===== config.mk =====
export PLATFORM = sky130hd
export DESIGN_NAME = sfdc_count
export DESIGN_NICKNAME = d
export VERILOG_FILES = /design/src/sv/sfdc_pkg.sv /design/src/sv/sfdc_count.sv
export SDC_FILE = /design/constraint.sdc
export NUM_CORES = 1
export LEC_CHECK = 0
export BUFFER_PORTS_ARGS = -buffer_cell sky130_fd_sc_hd__buf_2
export CAP_MARGIN = 40
export CORE_MARGIN = 2
export CORE_UTILIZATION = 45
export CTS_CLUSTER_SIZE = 14
export DETAILED_ROUTE_END_ITERATION = 10
export GPL_TIMING_DRIVEN = 0
export REMOVE_ABC_BUFFERS = 1
export SLEW_MARGIN = 20
export SYNTH_ARGS = -nofsm -noshare
export SYNTH_HDL_FRONTEND = slang
export SYNTH_SLANG_ARGS = --single-unit

===== constraint.sdc =====
create_clock -name clk -period 6 [get_ports clk]
set_input_delay 1.2 -clock clk [delete_from_list [all_inputs] [get_ports clk]]
set_output_delay 1.2 -clock clk [all_outputs]
set_load 0.01 [all_outputs]

===== src/sv/sfdc_pkg.sv =====
// Shared types, constants and helpers for the sign flip divergence checker.
`timescale 1ns / 1ps

package sfdc_pkg;

	// Field widths
	localparam int CNT_W = 21;
	localparam int VAL_W = 64;
	localparam int THR_W = 18;
	localparam int PW    = 2 * CNT_W;
	localparam int PCT_W = CNT_W + 7;
	localparam int OUT_W = 152;

	// Saturation limit: the point budget, or the field maximum if that is smaller
	localparam longint unsigned SFDC_MAX_POINTS = 64'd1048576;
	localparam longint unsigned FIELD_MAX       = (64'd1 << CNT_W) - 64'd1;
	localparam logic [CNT_W-1:0] CNT_CAP = (SFDC_MAX_POINTS < FIELD_MAX) ?
		CNT_W'(SFDC_MAX_POINTS) : CNT_W'(FIELD_MAX);

	// Register reset values and the positive share factor
	localparam logic [THR_W-1:0] THRESH_RST = THR_W'(32768);
	localparam logic             FATAL_RST  = 1'b1;
	localparam logic [PCT_W-1:0] PCT_SCALE  = PCT_W'(100);
	localparam int               FRAC_W     = 16;

	// Register indexes
	localparam logic CFG_THRESH = 1'b0;
	localparam logic CFG_FATAL  = 1'b1;

	typedef enum logic [1:0] {
		ST_PASS    = 2'd0,
		ST_WARN    = 2'd1,
		ST_FATAL   = 2'd2,
		ST_INVALID = 2'd3
	} status_t;

	typedef enum logic [1:0] {
		SG_NONE = 2'd0,
		SG_POS  = 2'd1,
		SG_NEG  = 2'd2
	} sign_t;

	// Table-wide counts carried down the pipe with a table end beat
	typedef struct packed {
		logic [CNT_W-1:0] total;
		logic [CNT_W-1:0] positive;
		logic [CNT_W-1:0] nonfinite;
		logic [CNT_W-1:0] slices;
	} tally_t;

	// A slice close leaving the counter stage
	typedef struct packed {
		logic             close;
		logic             tend;
		logic [CNT_W-1:0] num;
		logic [CNT_W-1:0] den;
		tally_t           tally;
	} close_t;

	// Everything the status stage needs for one table
	typedef struct packed {
		tally_t           tally;
		logic [CNT_W-1:0] bad;
		logic [CNT_W-1:0] wnum;
		logic [CNT_W-1:0] wden;
	} res_t;

	function automatic logic [CNT_W-1:0] sat_inc(input logic [CNT_W-1:0] v);
		return (v < CNT_CAP) ? v + CNT_W'(1) : CNT_CAP;
	endfunction

endpackage


===== src/sv/sfdc_count.sv =====
// Input register, value classification and per-table and per-slice counters.
`timescale 1ns / 1ps

module sfdc_count (
	input  logic                   clk,
	input  logic                   arst_n,
	input  logic                   adv,
	input  logic                   in_valid,
	input  logic [sfdc_pkg::VAL_W-1:0] in_value,
	input  logic                   in_slice_end,
	input  logic                   in_table_end,
	output logic                   v_s2,
	output sfdc_pkg::close_t       cl_s2
);
	import sfdc_pkg::*;

	logic             v_s1;
	logic [VAL_W-1:0] val_s1;
	logic             send_s1;
	logic             tend_s1;

	logic [CNT_W-1:0] total_q, pos_q, nf_q, slices_q, flip_q, point_q;
	sign_t            last_q;

	logic             nonfin, signed_val, close;
	sign_t            sgn;
	logic [CNT_W-1:0] total_n, pos_n, nf_n, slices_n, flip_n, point_n;
	sign_t            last_n;

	// Capture the input beat
	always_ff @(posedge clk or negedge arst_n) begin
		if (!arst_n) begin
			v_s1 <= 1'b0;
		end else if (adv) begin
			v_s1 <= in_valid;
		end
	end

	always_ff @(posedge clk) begin
		if (adv) begin
			val_s1  <= in_value;
			send_s1 <= in_slice_end;
			tend_s1 <= in_table_end;
		end
	end

	// Classify the value and work out the next counts
	always_comb begin
		nonfin     = &val_s1[VAL_W-2:VAL_W-12];
		signed_val = !nonfin && (|val_s1[VAL_W-2:0]);
		sgn        = val_s1[VAL_W-1] ? SG_NEG : SG_POS;
		close      = send_s1 || tend_s1;

		total_n  = sat_inc(total_q);
		point_n  = sat_inc(point_q);
		nf_n     = nonfin ? sat_inc(nf_q) : nf_q;
		pos_n    = (signed_val && sgn == SG_POS) ? sat_inc(pos_q) : pos_q;
		flip_n   = (signed_val && last_q != SG_NONE && last_q != sgn) ?
			sat_inc(flip_q) : flip_q;
		last_n   = signed_val ? sgn : last_q;
		slices_n = close ? sat_inc(slices_q) : slices_q;
	end

	// Advance the counters; clear the slice on a close, everything on a table end
	always_ff @(posedge clk or negedge arst_n) begin
		if (!arst_n) begin
			total_q  <= '0;
			pos_q    <= '0;
			nf_q     <= '0;
			slices_q <= '0;
			flip_q   <= '0;
			point_q  <= '0;
			last_q   <= SG_NONE;
		end else if (adv && v_s1) begin
			if (tend_s1) begin
				total_q  <= '0;
				pos_q    <= '0;
				nf_q     <= '0;
				slices_q <= '0;
			end else begin
				total_q  <= total_n;
				pos_q    <= pos_n;
				nf_q     <= nf_n;
				slices_q <= slices_n;
			end
			if (close) begin
				flip_q  <= '0;
				point_q <= '0;
				last_q  <= SG_NONE;
			end else begin
				flip_q  <= flip_n;
				point_q <= point_n;
				last_q  <= last_n;
			end
		end
	end

	// Hand the closed slice and the table snapshot to the ratio stage
	always_ff @(posedge clk or negedge arst_n) begin
		if (!arst_n) begin
			v_s2 <= 1'b0;
		end else if (adv) begin
			v_s2 <= v_s1;
		end
	end

	always_ff @(posedge clk) begin
		if (adv) begin
			cl_s2.close           <= close && (point_n > CNT_W'(1));
			cl_s2.tend            <= tend_s1;
			cl_s2.num             <= flip_n;
			cl_s2.den             <= point_n - CNT_W'(1);
			cl_s2.tally.total     <= total_n;
			cl_s2.tally.positive  <= pos_n;
			cl_s2.tally.nonfinite <= nf_n;
			cl_s2.tally.slices    <= slices_n;
		end
	end

endmodule


======== Word level (Yosys, flattened, before mapping) ========
Index checks and enable logic that the tools add are counted.
storage, ports and cells
  input bits .............................. 70
  register bits after elaboration ......... 324
cells by class
  reduce and logical (&&, ||, !) cells .... 13
  $lt $le $gt $ge ......................... 7
  muxes and demuxes ....................... 19
  eq/ne operators ......................... 2
  add/sub/neg operators ................... 7
operators with widths
  cell                     count
  $mux W21                 16
  $add A21 B1 Y21 const B  6
  $lt A21 B21 Y1 const B   6
  $reduce_or A63 Y1        1
  $gt A21 B1 Y1 const B    1
  $sub A21 B1 Y21 const B  1
  $reduce_and A11 Y1       1
  $logic_and A1 B1 Y1      6
  $mux W2                  3
  $reduce_bool A2 Y1       2
  $eq A2 B1 Y1 const B     1
  $ne A2 B2 Y1             1
  $reduce_and A2 Y1        1
  $logic_not A1 Y1         1
  $logic_or A1 B1 Y1       1

======== Logic depth before layout (Yosys ltp) ========
  depth after elaboration ................. 7
  gate-level depth with buffers ........... 10

======== Least setup slack after synthesis ========
Ideal clock, no wire load.
  path kind ............................... register to register
  start ................................... register point_q[0]
  end ..................................... register cl_s2[99] (netlist bit), data pin
  path slack .............................. 3.247 ns
  setup time .............................. 0.152 ns
  data required time ...................... 5.848 ns
  stages on the path, launching flop included .. 9
  arrival ................................. 2.601 ns
  path through ............................ dfrtp_1 -> ha_1 -> buf_6 -> or4_4 -> a211oi_4 -> a21oi_1 -> nor4_2 -> mux2_2 -> a31oi_1
on the way
  word-level cells in the longest chain between the ends .. 3
  elaborated cells on any way between the ends .. 4
  those cells by class .................... add/sub: 2; order compare: 1; mux: 1
RTL lines
  element                                            line               text
  start: declaration                                 sfdc_count.sv:22   logic [CNT_W-1:0] total_q, pos_q, nf_q, slices_q, flip_q, point_q;
  start signal: assignment                           sfdc_count.sv:92   point_q <= point_n;
  $add A21 B1 Y21 or $lt A21 B21 Y1 (tied branches)  sfdc_pkg.sv:69     return (v < CNT_CAP) ? v + CNT_W'(1) : CNT_CAP;
  $mux W21 *                                         sfdc_pkg.sv:69
  $sub A21 B1 Y21 *                                  sfdc_count.sv:112  cl_s2.den <= point_n - CNT_W'(1);
  end: declaration                                   sfdc_count.sv:13   output sfdc_pkg::close_t cl_s2
Every way passes the cells marked *; elsewhere a longest branch is shown, timed or not.
A chain may end at the register's enable or synchronous reset.

======== Worst setup path in the final report ========
  start ................................... input port adv
  end ..................................... register flip_q[11]
on the way
  word-level cells in the longest chain between the ends .. 1
RTL lines
  element                 line              text
  start: declaration      sfdc_count.sv:7   input logic adv,
  $logic_and A1 B1 Y1     sfdc_count.sv:74  end else if (adv && v_s1) begin
  end signal: assignment  sfdc_count.sv:91  flip_q <= flip_n;
  end: declaration        sfdc_count.sv:22
No other way between the ends.

==> results.toml <==
[clock_tree]
clkLatencyLatePin_ns = 0.52
ctsHoldBuffers = 0
h-tree-depth = 2
clk_pin_slew_ns = 0.05
tritoncts = "built"
clock_sinks = 324
cts_resized = 0
post_cts.repair.setup_buffers = 0
cts_max_path_buffers = 3
cts_buffers = 37
root_buffer = "clkbuf_16"

[synthesis]
yosysTopAreaCell = "edfxtp_1"
synth_mux_area_share_pct = 0.630
synth_xor_xnor_area_share_pct = 5.41
ys.flop_type = "edfxtp_1"
synth_top_family_by_area = "simple AND/OR/NAND/NOR gates"
seq_area_frac_synth_pct = 61.0
synth_adder_area_share_pct = 0.672
synth_cell_type_count = 72
synth_compound_area_share_pct = 13.5
synth_cells = 1283
ys_seq_elements = 324
syn_area_um2 = 14900
netlist.area_leader.share_pct = 39.1
yosys_warnings = 0
asyncSetResetFlopFracSynth_pct = 40.1
synth-edff-count = 194
avgSynthCellArea_um2 = 11.6
synthTopCellsByArea = "edfxtp_1 (39%), dfrtp_1 (22%), a22o_1 (4.0%)"
synthSimpleGateAreaFrac_pct = 16.3

[setup_path]
worstPathArrival_ns = 4.28
r2r-start = "point_q[0]"
regToRegSetupSlack_ns = 2.65
worstSetupEndpointType = "register"
crit_fanout = 93
cp-startpoint = "adv"
start_kind = "input pin"
path_class = "in2reg"
required_ns = 6.42

[power]
total_power_mw = 5.11
p_per_area_nw_per_um2 = 290
ir_worst_vdd_uv = 195
power.leakage_nw = 7.38

[place]
numPortBuffers = 198
place.gp.congestion = 0.839
place_ws_ns = 1.58
dp.final_hpwl_um = 22200

[route]
ant_nets = 0
dr.pass1.iters = 5
routed_wl_um = 34000
drc = 0
dr.first_iter.drc_count = 730
via_per_inst = 5.49
num_vias = 10644
wire_per_inst_um = 17.6

[job]
max-cap-violations = 0

[sta]
fin_skew_ns = 0.0170
max_clock_freq_ghz = 0.259
hold_viol_final = 0
period_share_pct = 64.4
fin_tns_setup_ns = 0
setup_violations = 0
relSlewSlack_pct = 43.8
setup_ws_ns = 2.14
rsz0062_at_grt = "false"
worst_pin_slew_ns = 0.842
maxSlewViolCount = 0
min_period_ns = 3.86

[global_route]
grt_max_degree = 107
antenna_found_initial = 0
grt_overflow = 0
grt_pass1_wl_um = 54100
grt_pass1_vias = 10298
grt.total_usage_pct = 19.5

[floorplan]
die-area_um2 = 34600
initial_core_util_pct = 45.8
ios = 199
die_w_um = 186
core-area_um2 = 32500
core.rowCount = 66
dieHeight_um = 186

[min_path]
min_from = "last_q[0]"
hold_path.class = "reg2reg"

[final_layout]
num-fill-cells = 2885
drive_gt1_share_pct = 20.8
fin_nets = 1546
antenna_cells = 0
areaGrowthSynthToFinish_pct = 18.3

[status]
status = "finished clean"
power by group:
part	total [mW]	switching (mW)	leakage, nW	internal (mW)
Clock	2.16	0.877	0.563	1.28
Combinational	0.390	0.243	3.03	0.147
Sequential	2.56	0.0601	3.78	2.50
worst paths after layout:
check / end / depth (start not counted)
worst max-delay path: flip_q[11] / 9
worst min-delay path: last_q[0] / 2
worst max register to register: cl_s2[99] / 8
worst min register to register: last_q[0] / 2
max in group asynchronous: v_s1 / 2
min in group asynchronous: total_q[15] / 1
cell usage in the layout, fill, tap and decap left out, drive strengths merged, types with 10 or more instances in the layout:
master / instances
a21o: 15
a21oi: 36
a22o: 68
a31oi: 24
and3: 23
buf: 215
clkbuf: 58
dfrtp: 130
edfxtp: 194
inv: 21
nand2: 123
nand2b: 10
nand3: 53
nand4: 24
nor2: 114
nor3: 28
nor4: 36
o21ai: 83
o31ai: 21
or3: 18
xnor2: 37
xor2: 55
state kept, by name, summed over array words and instances, names as in the netlist:
| name | flops |
|---|---|
| send_s1 | 1 |
| total_q | 21 |
| pos_q | 21 |
| tend_s1 | 1 |
| nf_q | 21 |
| last_q | 2 |
| slices_q | 21 |
| v_s2 | 1 |
| cl_s2 | 128 |
| point_q | 21 |
| flip_q | 21 |
| v_s1 | 1 |
| val_s1 | 64 |
critical path: stages:
cell     delay [ns]
buf_8          0.52
nand2_4        0.54
buf_16         0.39
nor2_1         0.63
o31ai_1        0.34
buf_2          0.24
a21oi_1        0.12
o21ai_0        0.09
o31ai_1        0.07
area by class of cell:
type                    instances  area, um^2  area share, %
flip-flops and latches        324        9080           51.5
clock buffers                  58        1080           6.11
well taps                     442         553           3.14
clock inverters                10        78.8          0.447
multi-input cells             870        5500           31.2
repair buffers                215        1260           7.14
inverters                      20        75.1          0.426
cell families (layout without fill, tap and decap cells):
| family | after synthesis | after routing |
|---|---|---|
| buf+inv | 89 | 303 |
| simple gates | 473 | 473 |
| xor+xnor | 92 | 92 |
| mux | 9 | 9 |
| flops | 324 | 324 |
| fa+ha+maj | 8 | 8 |
| compound gates | 288 | 288 |
cell usage after synthesis, types with 22 or more instances:
library cell and count:
a21oi_1 35, a22o_1 68, a31oi_1 24, and3_1 23, clkbuf_1 53, dfrtp_1 130
edfxtp_1 194, nand2_1 122, nand3_1 52, nand4_1 22, nor2_1 113, nor3_1 26
nor4_1 29, o21ai_0 79, xnor2_1 37, xor2_1 55
metal layers:
metal | GRT usage (%) | share of wire [%] | vias to the layer above
li1 | - | - | 5183
met1 | 27.0 | 46 | 5183
met2 | 31.1 | 46 | 233
met3 | 4.42 | 6.2 | 45
met4 | 5.39 | 1.9 | 0
met5 | 0 | 0 | -
through the flow:
| step | hold slack, ns | util (%) | instances | cell area (um^2) |
|---|---|---|---|---|
| final | 0.488 | 54.2 | 1939 | 17600 |
| after global routing | 0.507 | 54.2 | 1939 | 17600 |
| after CTS | 0.494 | 54.0 | 1936 | 17600 |
| after detailed placement | 0.482 | 50.5 | 1868 | 16400 |
| after global placement | 0.463 | 49.6 | 1854 | 16100 |
| after floorplan | 0.450 | - | 1214 | 14600 |
(Power assumes the default switching activity.)
